## config.mk

```make
export PLATFORM = sky130hd
export DESIGN_NAME = person_follow_fall_approach_ctrl
export DESIGN_NICKNAME = d
export VERILOG_FILES = /design/src/hdl/pfa_pkg.sv /design/src/hdl/person_follow_fall_approach_ctrl.sv /design/src/hdl/pfa_cfg.sv /design/src/hdl/pfa_yaw.sv /design/src/hdl/pfa_mode.sv
export SDC_FILE = /design/constraint.sdc
export NUM_CORES = 1
export LEC_CHECK = 0
export BUFFER_PORTS_ARGS = -buffer_cell sky130_fd_sc_hd__buf_2
export CAP_MARGIN = 20
export CORE_ASPECT_RATIO = 0.75
export CORE_MARGIN = 4
export CORE_UTILIZATION = 41
export CTS_CLUSTER_DIAMETER = 120
export DETAILED_ROUTE_END_ITERATION = 12
export PLACE_DENSITY_LB_ADDON = 0.1
export SLEW_MARGIN = 20
export SYNTH_ARGS = -nofsm -noshare
export SYNTH_HDL_FRONTEND = slang
export SYNTH_SLANG_ARGS = --single-unit
```

## constraint.sdc

```tcl
create_clock -name clk_i -period 15.8 [get_ports clk_i]
set_input_delay 0.79 -clock clk_i [delete_from_list [all_inputs] [get_ports clk_i]]
set_output_delay 0.79 -clock clk_i [all_outputs]
set_load 0.1 [all_outputs]
```

## src/hdl/pfa_pkg.sv

```systemverilog
// Shared types, constants and field codes for the person follow / fall approach controller.
// No dependencies; every other file in hdl imports this package.
`default_nettype none

package pfa_pkg;

  // Camera geometry, front sector and resume distance.
  localparam int unsigned FRAME_COLS     = 224;
  localparam int unsigned CENTER_LOW_PX  = 89;
  localparam int unsigned CENTER_HIGH_PX = 134;
  localparam int unsigned SECTOR_MRAD    = 349;
  localparam int unsigned RESUME_DIST_MM = 1000;
  localparam bit          YAW_FLIP       = 1'b0;

  localparam logic [15:0] NO_DIST   = 16'hFFFF;
  localparam logic [15:0] TICK_MAX  = 16'hFFFF;
  localparam logic [7:0]  COL_RESET = 8'd160;

  // Yaw datapath widths. The product gain * |2x - W| * 1000 fits in 30 bits.
  localparam int unsigned PX_W        = 8;
  localparam int unsigned NUM_W       = 30;
  localparam int unsigned SUM_W       = NUM_W + 1;
  localparam int unsigned T_W         = SUM_W - 8;
  localparam int unsigned Q_W         = 20;
  localparam int unsigned RECIP_SHIFT = 31;
  localparam int unsigned RECIP_W     = 28;

  // Rounding bias of half the divisor 256 * W, applied before the shift by 8.
  localparam logic [SUM_W-1:0] ROUND_BIAS = SUM_W'(128 * FRAME_COLS);
  // Reciprocal of W, exact for every dividend below 2**T_W.
  localparam logic [RECIP_W-1:0] RECIP =
    RECIP_W'(((64'd1 << RECIP_SHIFT) + 64'(FRAME_COLS) - 64'd1) / 64'(FRAME_COLS));

  typedef enum logic [2:0] {
    FUNC_SIGHT = 3'd0,
    FUNC_KIND  = 3'd1,
    FUNC_FALL  = 3'd2,
    FUNC_BEAM  = 3'd3,
    FUNC_TICK  = 3'd4
  } func_e;

  localparam logic [2:0] REG_YAW_GAIN       = 3'd0;
  localparam logic [2:0] REG_YAW_LIMIT      = 3'd1;
  localparam logic [2:0] REG_FOLLOW_SPEED   = 3'd2;
  localparam logic [2:0] REG_APPROACH_SPEED = 3'd3;
  localparam logic [2:0] REG_ARRIVE_DIST    = 3'd4;
  localparam logic [2:0] REG_HALT_DIST      = 3'd5;
  localparam logic [2:0] REG_SIGHT_TIMEOUT  = 3'd6;
  localparam logic [2:0] REG_APPROACH_LIMIT = 3'd7;

  localparam int unsigned CFG_IDX_W  = 3;
  localparam int unsigned CFG_DATA_W = 16;

  typedef struct packed {
    logic [11:0] yaw_gain_q8;
    logic [13:0] yaw_limit_mrad;
    logic [12:0] follow_speed_mm;
    logic [12:0] approach_speed_mm;
    logic [15:0] arrive_dist_mm;
    logic [15:0] halt_dist_mm;
    logic [15:0] sight_timeout_ticks;
    logic [15:0] approach_limit_ticks;
  } cfg_t;

  localparam cfg_t CFG_RESET = '{
    yaw_gain_q8:          12'd307,
    yaw_limit_mrad:       14'd1000,
    follow_speed_mm:      13'd300,
    approach_speed_mm:    13'd150,
    arrive_dist_mm:       16'd500,
    halt_dist_mm:         16'd500,
    sight_timeout_ticks:  16'd20,
    approach_limit_ticks: 16'd100
  };

  typedef struct packed {
    logic [2:0]         func;
    logic signed [15:0] target_x;
    logic               tracking_on;
    logic               fall_flag;
    logic signed [13:0] beam_angle_mrad;
    logic [15:0]        beam_range_mm;
    logic [15:0]        range_floor_mm;
    logic [15:0]        range_ceil_mm;
    logic               last_beam;
  } item_t;

  typedef struct packed {
    logic               cmd_valid;
    logic [12:0]        linear_mm;
    logic signed [14:0] angular_mrad;
    logic               arrived_pulse;
    logic               chat_clear_pulse;
  } result_t;

endpackage

`default_nettype wire

```

## src/hdl/person_follow_fall_approach_ctrl.sv

```systemverilog
// Top level of the person follow / fall approach controller: stream ports and pipeline control.
// Depends on pfa_pkg, pfa_cfg, pfa_yaw and pfa_mode.
`default_nettype none

// Every accepted request (sighting, detector kind, fall flag, LiDAR beam or tick, chosen
// by s_axis_tuser) yields exactly one result, in order. The block takes one request per
// clock cycle unless a stalled output has filled every stage; a result is presented once
// the request has moved from the input register through the two yaw stages (gain multiply,
// then reciprocal divide) into the result register. All stages collapse bubbles, so a stalled
// output still lets requests fill the empty stages behind it. The eight registers of the
// write port should only be changed while no request is in flight.
module person_follow_fall_approach_ctrl
  import pfa_pkg::*;
(
  input  wire logic                  clk_i,
  input  wire logic                  rst_ni,
  input  wire logic                  cfg_we_i,
  input  wire logic [CFG_IDX_W-1:0]  cfg_idx_i,
  input  wire logic [CFG_DATA_W-1:0] cfg_data_i,
  input  wire logic                  s_axis_tvalid,
  output logic                       s_axis_tready,
  // target_x[15:0], tracking_on[16], fall_flag[17], beam_angle_mrad[31:18],
  // beam_range_mm[47:32], range_floor_mm[63:48], range_ceil_mm[79:64]
  input  wire logic [79:0]           s_axis_tdata,
  // func[2:0]
  input  wire logic [2:0]            s_axis_tuser,
  input  wire logic                  s_axis_tlast,
  output logic                       m_axis_tvalid,
  input  wire logic                  m_axis_tready,
  // linear_mm[12:0], angular_mrad[27:13], arrived_pulse[28], chat_clear_pulse[29], zero[31:30]
  output logic [31:0]                m_axis_tdata,
  // cmd_valid[0]
  output logic [0:0]                 m_axis_tuser
);

  cfg_t    cfg;
  item_t   item_in, item_a_q, item_b_q, item_c_q;
  logic    a_v_q, b_v_q, c_v_q, out_v_q;
  logic    en_a, en_b, en_c, en_out;
  logic signed [14:0] yaw_c;
  result_t res_c, res_q;

  assign en_out = !out_v_q || m_axis_tready;
  assign en_c   = !c_v_q || en_out;
  assign en_b   = !b_v_q || en_c;
  assign en_a   = !a_v_q || en_b;

  assign s_axis_tready = en_a;

  assign item_in.func            = s_axis_tuser;
  assign item_in.target_x        = s_axis_tdata[15:0];
  assign item_in.tracking_on     = s_axis_tdata[16];
  assign item_in.fall_flag       = s_axis_tdata[17];
  assign item_in.beam_angle_mrad = s_axis_tdata[31:18];
  assign item_in.beam_range_mm   = s_axis_tdata[47:32];
  assign item_in.range_floor_mm  = s_axis_tdata[63:48];
  assign item_in.range_ceil_mm   = s_axis_tdata[79:64];
  assign item_in.last_beam       = s_axis_tlast;

  always_ff @(posedge clk_i or negedge rst_ni) begin
    if (!rst_ni) begin
      a_v_q   <= 1'b0;
      b_v_q   <= 1'b0;
      c_v_q   <= 1'b0;
      out_v_q <= 1'b0;
    end else begin
      if (en_a) begin
        a_v_q <= s_axis_tvalid;
      end
      if (en_b) begin
        b_v_q <= a_v_q;
      end
      if (en_c) begin
        c_v_q <= b_v_q;
      end
      if (en_out) begin
        out_v_q <= c_v_q;
      end
    end
  end

  always_ff @(posedge clk_i) begin
    if (en_a) begin
      item_a_q <= item_in;
    end
    if (en_b) begin
      item_b_q <= item_a_q;
    end
    if (en_c) begin
      item_c_q <= item_b_q;
    end
    if (en_out) begin
      res_q <= res_c;
    end
  end

  pfa_cfg u_cfg (
    .clk_i      (clk_i),
    .rst_ni     (rst_ni),
    .cfg_we_i   (cfg_we_i),
    .cfg_idx_i  (cfg_idx_i),
    .cfg_data_i (cfg_data_i),
    .cfg_o      (cfg)
  );

  pfa_yaw u_yaw (
    .clk_i    (clk_i),
    .rst_ni   (rst_ni),
    .cfg_i    (cfg),
    .item_a_i (item_a_q),
    .a_move_i (a_v_q && en_b),
    .en_b_i   (en_b),
    .en_c_i   (en_c),
    .yaw_o    (yaw_c)
  );

  pfa_mode u_mode (
    .clk_i  (clk_i),
    .rst_ni (rst_ni),
    .cfg_i  (cfg),
    .fire_i (c_v_q && en_out),
    .item_i (item_c_q),
    .yaw_i  (yaw_c),
    .res_o  (res_c)
  );

  assign m_axis_tvalid = out_v_q;
  assign m_axis_tuser  = res_q.cmd_valid;
  assign m_axis_tdata  = {2'b00, res_q.chat_clear_pulse, res_q.arrived_pulse,
                          res_q.angular_mrad, res_q.linear_mm};

endmodule

`default_nettype wire

```

## src/hdl/pfa_cfg.sv

```systemverilog
// Configuration register bank of the controller, written through a plain write port.
// Depends on pfa_pkg for the register indexes, the cfg_t layout and reset values.
`default_nettype none

module pfa_cfg
  import pfa_pkg::*;
(
  input  wire logic                  clk_i,
  input  wire logic                  rst_ni,
  input  wire logic                  cfg_we_i,
  input  wire logic [CFG_IDX_W-1:0]  cfg_idx_i,
  input  wire logic [CFG_DATA_W-1:0] cfg_data_i,
  output cfg_t                       cfg_o
);

  cfg_t cfg_q, cfg_d;

  always_comb begin
    cfg_d = cfg_q;
    if (cfg_we_i) begin
      case (cfg_idx_i)
        REG_YAW_GAIN:       cfg_d.yaw_gain_q8          = cfg_data_i[11:0];
        REG_YAW_LIMIT:      cfg_d.yaw_limit_mrad       = cfg_data_i[13:0];
        REG_FOLLOW_SPEED:   cfg_d.follow_speed_mm      = cfg_data_i[12:0];
        REG_APPROACH_SPEED: cfg_d.approach_speed_mm    = cfg_data_i[12:0];
        REG_ARRIVE_DIST:    cfg_d.arrive_dist_mm       = cfg_data_i;
        REG_HALT_DIST:      cfg_d.halt_dist_mm         = cfg_data_i;
        REG_SIGHT_TIMEOUT:  cfg_d.sight_timeout_ticks  = cfg_data_i;
        REG_APPROACH_LIMIT: cfg_d.approach_limit_ticks = cfg_data_i;
        default: ;
      endcase
    end
  end

  always_ff @(posedge clk_i or negedge rst_ni) begin
    if (!rst_ni) begin
      cfg_q <= CFG_RESET;
    end else begin
      cfg_q <= cfg_d;
    end
  end

  assign cfg_o = cfg_q;

endmodule

`default_nettype wire

```

## src/hdl/pfa_yaw.sv

```systemverilog
// Person column register and the two-stage proportional yaw datapath.
// Depends on pfa_pkg; stage enables come from the pipeline control in the top level.
`default_nettype none

module pfa_yaw
  import pfa_pkg::*;
(
  input  wire logic               clk_i,
  input  wire logic               rst_ni,
  input  wire cfg_t               cfg_i,
  input  wire item_t              item_a_i,
  input  wire logic               a_move_i,
  input  wire logic               en_b_i,
  input  wire logic               en_c_i,
  output logic signed [14:0]      yaw_o
);

  logic [PX_W-1:0]       col_q, col_d;
  logic [PX_W-1:0]       px_clamp, x_sel, x;
  logic [PX_W:0]         x2;
  logic [PX_W-1:0]       mag;
  logic                  right_a;
  logic [17:0]           mag_k;
  logic [NUM_W-1:0]      prod_a;
  logic [NUM_W-1:0]      prod_q;
  logic                  neg_q;
  logic [SUM_W-1:0]      sum_b;
  logic [T_W-1:0]        t_b;
  logic [T_W+RECIP_W-1:0] quot_full;
  logic [Q_W-1:0]        quot;
  logic [13:0]           mag_sat;
  logic signed [14:0]    yaw_b, yaw_q;
  logic                  is_sight;

  assign is_sight = (item_a_i.func == FUNC_SIGHT);

  // Stage A: the column as it stands for this request, then gain * |2x - W| * 1000.
  always_comb begin
    if (item_a_i.target_x < 0) begin
      px_clamp = '0;
    end else if (item_a_i.target_x > 16'sd0 + $signed(17'(FRAME_COLS))) begin
      px_clamp = PX_W'(FRAME_COLS);
    end else begin
      px_clamp = item_a_i.target_x[PX_W-1:0];
    end
  end

  assign x_sel = is_sight ? px_clamp : col_q;
  assign x     = (x_sel > PX_W'(FRAME_COLS)) ? PX_W'(FRAME_COLS) : x_sel;
  assign x2    = {x, 1'b0};

  always_comb begin
    right_a = (x2 > (PX_W+1)'(FRAME_COLS));
    if (right_a) begin
      mag = PX_W'(x2 - (PX_W+1)'(FRAME_COLS));
    end else begin
      mag = PX_W'((PX_W+1)'(FRAME_COLS) - x2);
    end
    // Inside the center band there is no turn at all.
    if (x >= PX_W'(CENTER_LOW_PX) && x <= PX_W'(CENTER_HIGH_PX)) begin
      mag = '0;
    end
  end

  assign mag_k  = 18'(mag) * 18'd1000;
  assign prod_a = NUM_W'(cfg_i.yaw_gain_q8) * NUM_W'(mag_k);

  assign col_d = (a_move_i && is_sight) ? px_clamp : col_q;

  always_ff @(posedge clk_i or negedge rst_ni) begin
    if (!rst_ni) begin
      col_q <= COL_RESET;
    end else begin
      col_q <= col_d;
    end
  end

  // Stage B: round to nearest, divide by 256 * W (shift, reciprocal), clamp, sign.
  assign sum_b     = SUM_W'(prod_q) + ROUND_BIAS;
  assign t_b       = sum_b[SUM_W-1:8];
  assign quot_full = (T_W+RECIP_W)'(t_b) * (T_W+RECIP_W)'(RECIP);
  assign quot      = quot_full[RECIP_SHIFT +: Q_W];
  assign mag_sat   = (quot > Q_W'(cfg_i.yaw_limit_mrad)) ? cfg_i.yaw_limit_mrad : quot[13:0];
  assign yaw_b     = neg_q ? -$signed({1'b0, mag_sat}) : $signed({1'b0, mag_sat});

  always_ff @(posedge clk_i) begin
    if (en_b_i) begin
      prod_q <= prod_a;
      neg_q  <= right_a ^ YAW_FLIP;
    end
    if (en_c_i) begin
      yaw_q <= yaw_b;
    end
  end

  assign yaw_o = yaw_q;

endmodule

`default_nettype wire

```

## src/hdl/pfa_mode.sv

```systemverilog
// Mode state of the controller: sighting timing, follow halt, fall approach and front distance.
// Depends on pfa_pkg; produces the result of the request in the last pipeline stage.
`default_nettype none

module pfa_mode
  import pfa_pkg::*;
(
  input  wire logic          clk_i,
  input  wire logic          rst_ni,
  input  wire cfg_t          cfg_i,
  input  wire logic          fire_i,
  input  wire item_t         item_i,
  input  wire logic signed [14:0] yaw_i,
  output result_t            res_o
);

  logic        track_q, track_d;
  logic        seen_q, seen_d;
  logic [15:0] tss_q, tss_d;
  logic        halted_q, halted_d;
  logic        fall_q, fall_d;
  logic        begun_q, begun_d;
  logic        arrived_q, arrived_d;
  logic [15:0] appr_q, appr_d;
  logic [15:0] front_q, front_d;
  logic [15:0] scan_q, scan_d;

  logic        near_arrive, near_halt, near_resume, live;
  logic [14:0] ang_ext, ang_abs;
  logic        beam_hit;
  logic [15:0] scan_min;
  logic        approaching;
  logic [15:0] appr_cur;
  logic        begun_new;
  logic [15:0] tss_inc;

  assign near_arrive = (front_q != NO_DIST) && (front_q <= cfg_i.arrive_dist_mm);
  assign near_halt   = (front_q != NO_DIST) && (front_q <= cfg_i.halt_dist_mm);
  assign near_resume = (front_q != NO_DIST) && (front_q <= 16'(RESUME_DIST_MM));
  assign live        = seen_q && (tss_q <= cfg_i.sight_timeout_ticks);

  assign ang_ext  = {item_i.beam_angle_mrad[13], item_i.beam_angle_mrad};
  assign ang_abs  = item_i.beam_angle_mrad[13] ? (15'd0 - ang_ext) : ang_ext;
  assign beam_hit = (ang_abs <= 15'(SECTOR_MRAD))
                 && (item_i.beam_range_mm >= item_i.range_floor_mm)
                 && (item_i.beam_range_mm <= item_i.range_ceil_mm)
                 && (item_i.beam_range_mm < scan_q);
  assign scan_min = beam_hit ? item_i.beam_range_mm : scan_q;

  // The first tick of a fall approach starts the approach timer from zero.
  assign approaching = fall_q && !arrived_q;
  assign appr_cur    = (approaching && !begun_q) ? 16'd0 : appr_q;
  assign begun_new   = begun_q || approaching;
  assign tss_inc     = (tss_q != TICK_MAX) ? tss_q + 16'd1 : tss_q;

  always_comb begin
    logic done;
    done      = 1'b0;
    track_d   = track_q;
    seen_d    = seen_q;
    tss_d     = tss_q;
    halted_d  = halted_q;
    fall_d    = fall_q;
    begun_d   = begun_q;
    arrived_d = arrived_q;
    appr_d    = appr_q;
    front_d   = front_q;
    scan_d    = scan_q;
    res_o     = '0;
    case (item_i.func)
      FUNC_SIGHT: begin
        tss_d  = '0;
        seen_d = 1'b1;
      end
      FUNC_KIND: begin
        track_d = item_i.tracking_on;
      end
      FUNC_FALL: begin
        if (item_i.fall_flag && !fall_q) begin
          fall_d    = 1'b1;
          begun_d   = 1'b0;
          arrived_d = 1'b0;
        end else if (!item_i.fall_flag && fall_q) begin
          fall_d                 = 1'b0;
          begun_d                = 1'b0;
          arrived_d              = 1'b0;
          res_o.chat_clear_pulse = 1'b1;
        end
      end
      FUNC_BEAM: begin
        if (item_i.last_beam) begin
          front_d = scan_min;
          scan_d  = NO_DIST;
        end else begin
          scan_d = scan_min;
        end
      end
      FUNC_TICK: begin
        if (fall_q) begin
          if (approaching) begin
            if (near_arrive || appr_cur >= cfg_i.approach_limit_ticks) begin
              res_o.cmd_valid     = 1'b1;
              res_o.arrived_pulse = 1'b1;
              arrived_d           = 1'b1;
            end else begin
              res_o.cmd_valid    = 1'b1;
              res_o.linear_mm    = cfg_i.approach_speed_mm;
              res_o.angular_mrad = yaw_i;
            end
          end
        end else begin
          if (halted_q) begin
            if (near_resume) begin
              res_o.cmd_valid = 1'b1;
              done            = 1'b1;
            end else begin
              halted_d = 1'b0;
            end
          end
          if (!done && live && near_halt) begin
            halted_d        = 1'b1;
            res_o.cmd_valid = 1'b1;
            done            = 1'b1;
          end
          if (!done && track_q && seen_q) begin
            if (tss_q > cfg_i.sight_timeout_ticks) begin
              halted_d = 1'b0;
            end else begin
              res_o.cmd_valid    = 1'b1;
              res_o.linear_mm    = cfg_i.follow_speed_mm;
              res_o.angular_mrad = yaw_i;
            end
          end
        end
        tss_d   = tss_inc;
        begun_d = begun_new;
        if (begun_new && appr_cur != TICK_MAX) begin
          appr_d = appr_cur + 16'd1;
        end else begin
          appr_d = appr_cur;
        end
      end
      default: ;
    endcase
  end

  always_ff @(posedge clk_i or negedge rst_ni) begin
    if (!rst_ni) begin
      track_q   <= 1'b0;
      seen_q    <= 1'b0;
      tss_q     <= '0;
      halted_q  <= 1'b0;
      fall_q    <= 1'b0;
      begun_q   <= 1'b0;
      arrived_q <= 1'b0;
      appr_q    <= '0;
      front_q   <= NO_DIST;
      scan_q    <= NO_DIST;
    end else if (fire_i) begin
      track_q   <= track_d;
      seen_q    <= seen_d;
      tss_q     <= tss_d;
      halted_q  <= halted_d;
      fall_q    <= fall_d;
      begun_q   <= begun_d;
      arrived_q <= arrived_d;
      appr_q    <= appr_d;
      front_q   <= front_d;
      scan_q    <= scan_d;
    end
  end

endmodule

`default_nettype wire

```

==> out/metrics.yaml <==
floorplan:
  core_um2: 82890
  fp.dieH_um: 259.3
  start_util: 0.4165
  die_area_um2: 88960
  dieWidth_um: 343.1
  pin_count: 143
  rows: 91
timing:
  final.min_clock_period_ns: 12.55
  finalClockSkew_ns: 0.02369
  rsz0062_at_grt: "false"
  drv_slew: 0
  slew_headroom: 0.2686
  hold_viol: 0
  worst_pin_slew_ns: 1.089
  final-setup-viol-count: 0
  setup_tns_ns: 0
  max_freq_mhz: 79.71
  post-route-period-util: 0.7940
drt:
  dr_total_vias: 22014
  top_layer_used: "met5"
  route.met3.wl_um: 3450
  wl_met2_um: 32670
  first_pass_iters: 5
  drtIter0Drc: 1221
  drt-total-wl_um: 79310
  drt-met1-wl_um: 42150
  wl_per_cell_um: 18.20
  ant_nets: 0
  drc: 0
  routed_via_density: 5.053
global_route:
  grt_pass1_wl_um: 128700
  track_usage: 0.1821
  grt_pass1_vias: 22743
  grt_max_degree: 79
  antenna_found_initial: 5
  grt_overflow: 0
place:
  portBuffers: 140
  place_area_um2: 36490
  place_congestion: 0.8191
  hpwlAfterDp_um: 61990
yosys:
  synth_area_um2: 34520
  synth_top_flop_cell: "edfxtp_1"
  synth-async-reset-ratio: 0.4066
  yosysMostFrequentCell: "inv_1"
  synth_edf_count: 289
  netlist_instances: 3061
  ys_seq_elements: 487
  yosysTopAreaCell: "edfxtp_1"
  synth_area_leaders: "edfxtp_1 25%, ha_1 15%, fa_1 14%"
  synth_top_area_share: 0.2514
  ys_seq_area_frac: 0.3974
  yosys-top-cells-count: "486 x inv_1, 416 x ha_1, 289 x edfxtp_1"
  yosysWarnings: 0
  syn_avg_cell_area_um2: 11.28
  synthDistinctLibCells: 96
setup_path:
  required_ns: 16.13
  worstSetupPathType: "flip-flop to flip-flop"
  max_stage_delay_ns: 0.83
  cp-start-kind: "flip-flop"
  worstPathMaxFanout: 15
  worstPathArrival_ns: 12.88
  end_kind: "flip-flop"
  crit_slowest_cell: "nor2_1"
  r2r_setup_slack_ns: 3.25
clock_network:
  cts_resized: 0
  cts_hold_buf: 0
  cts.sinks: 487
  cts_buffers: 51
  cts.htree.levels: 2
  cts.path.max_buffers: 3
  clk_pin_slew_worst_paths_ns: 0.06
  cts_setup_buffers: 0
  worstSkewPairLatency_ns: 0.61
  cts_root_buf: "clkbuf_16"
  cts_tree: "yes"
layout:
  finalNetCount: 3958
  fin_area_um2: 38240
  nFillCells: 7761
  insertedDiodeCount: 0
  area_delta_synth_final_pct: 10.77
  drive_above_1_share: 0.1432
outcome:
  status: "finished, final reports clean"
job:
  drv_cap: 0
worst_hold_path:
  hold_path_class: "input pin to async pin"
layer usage:
metal  vias to the layer above  GRT usage
met5                         -          0
met4                         4    0.03006
met3                        80    0.02495
met2                       427     0.2630
met1                     10823     0.2928
li1                      10680          -
kinds of logic after synthesis:
logic type,share of synthesized area
DFF,0.3974
other,0.0001086
buffers and inverters,0.06219
adders and majority gates,0.2864
AOI/OAI and AO/OA,0.08173
xor gates and xnor gates,0.02812
and+or+nand+nor,0.1042
muxes,0.03979
worst paths after layout:
kind                                         from  cells past startpoint                     endpoint
setup / recovery           item_a_q[82]$_DFFE_PP_                     45   u_yaw.prod_q[29]$_DFFE_PP_
hold / removal                             rst_ni                      1   u_yaw.col_q[1]$_DFFE_PN0P_
setup reg to reg           item_a_q[82]$_DFFE_PP_                     45   u_yaw.prod_q[29]$_DFFE_PP_
hold reg to reg            item_b_q[32]$_DFFE_PP_                      0       item_c_q[32]$_DFFE_PP_
max in group asynchronous                  rst_ni                      2  u_cfg.cfg_o[91]$_DFFE_PN0P_
min in group clk_i               s_axis_tdata[35]                      1       item_a_q[36]$_DFFE_PP_
stage by stage:
| step | hold slack (ns) | instances | setup WS [ns] | utilization |
|---|---|---|---|---|
| 2_1_floorplan | 0.4003 | 3062 | 4.432 | - |
| 3_3_place_gp | 0.4007 | 4261 | 3.523 | 0.4403 |
| 3_5_place_dp | 0.4045 | 4261 | 3.111 | 0.4403 |
| 4_1_cts | 0.1865 | 4355 | 3.067 | 0.4610 |
| 5_1_grt | 0.2281 | 4357 | 2.197 | 0.4614 |
| 6_report | 0.1970 | 4357 | 3.254 | 0.4614 |
placed cells by master, fill, tap and decap left out, types with 53 or more instances in the layout:
cell       count
ha_1         416
o21ai_0      106
clkbuf_16     53
a21oi_1       91
nand2_1      273
mux2_2        94
dfrtp_1      128
nor2b_1       54
dfstp_2       70
buf_2        140
edfxtp_1     289
inv_1        485
fa_1         234
nor2_1        92
and2_1        70
xnor2_1       68
registers in the layout, indices dropped and copies added, names as in the netlist, 22 cells and up:
signal / cells
item_a_q: 84
u_yaw.prod_q: 22
u_cfg.cfg_o: 116
m_axis_tdata: 30
item_b_q: 68
item_c_q: 68
cell type report:
cell class	count	area, µm²	share of cell area
clock buffer	64	1378	0.03602
clock inverter	30	342.8	0.008965
inverter	487	1828	0.04780
multi-input combinational	2015	18730	0.4897
sequential	487	13720	0.3588
tap	1116	1396	0.03651
timing repair buffer	158	849.6	0.02222
worst max-delay path: cells and delay by family (launching register included):
family,cells,cell delay [ns]
adders and majority gates,12,5.53
xor gates and xnor gates,2,0.88
and+or+nand+nor,9,2.83
buffers and inverters,9,0.59
DFF,1,0.41
AOI/OAI and AO/OA,13,2.02
Power is left out: the tool's default activity adds up to more than one toggle a clock period on the data nets, which glitch-free logic cannot reach.
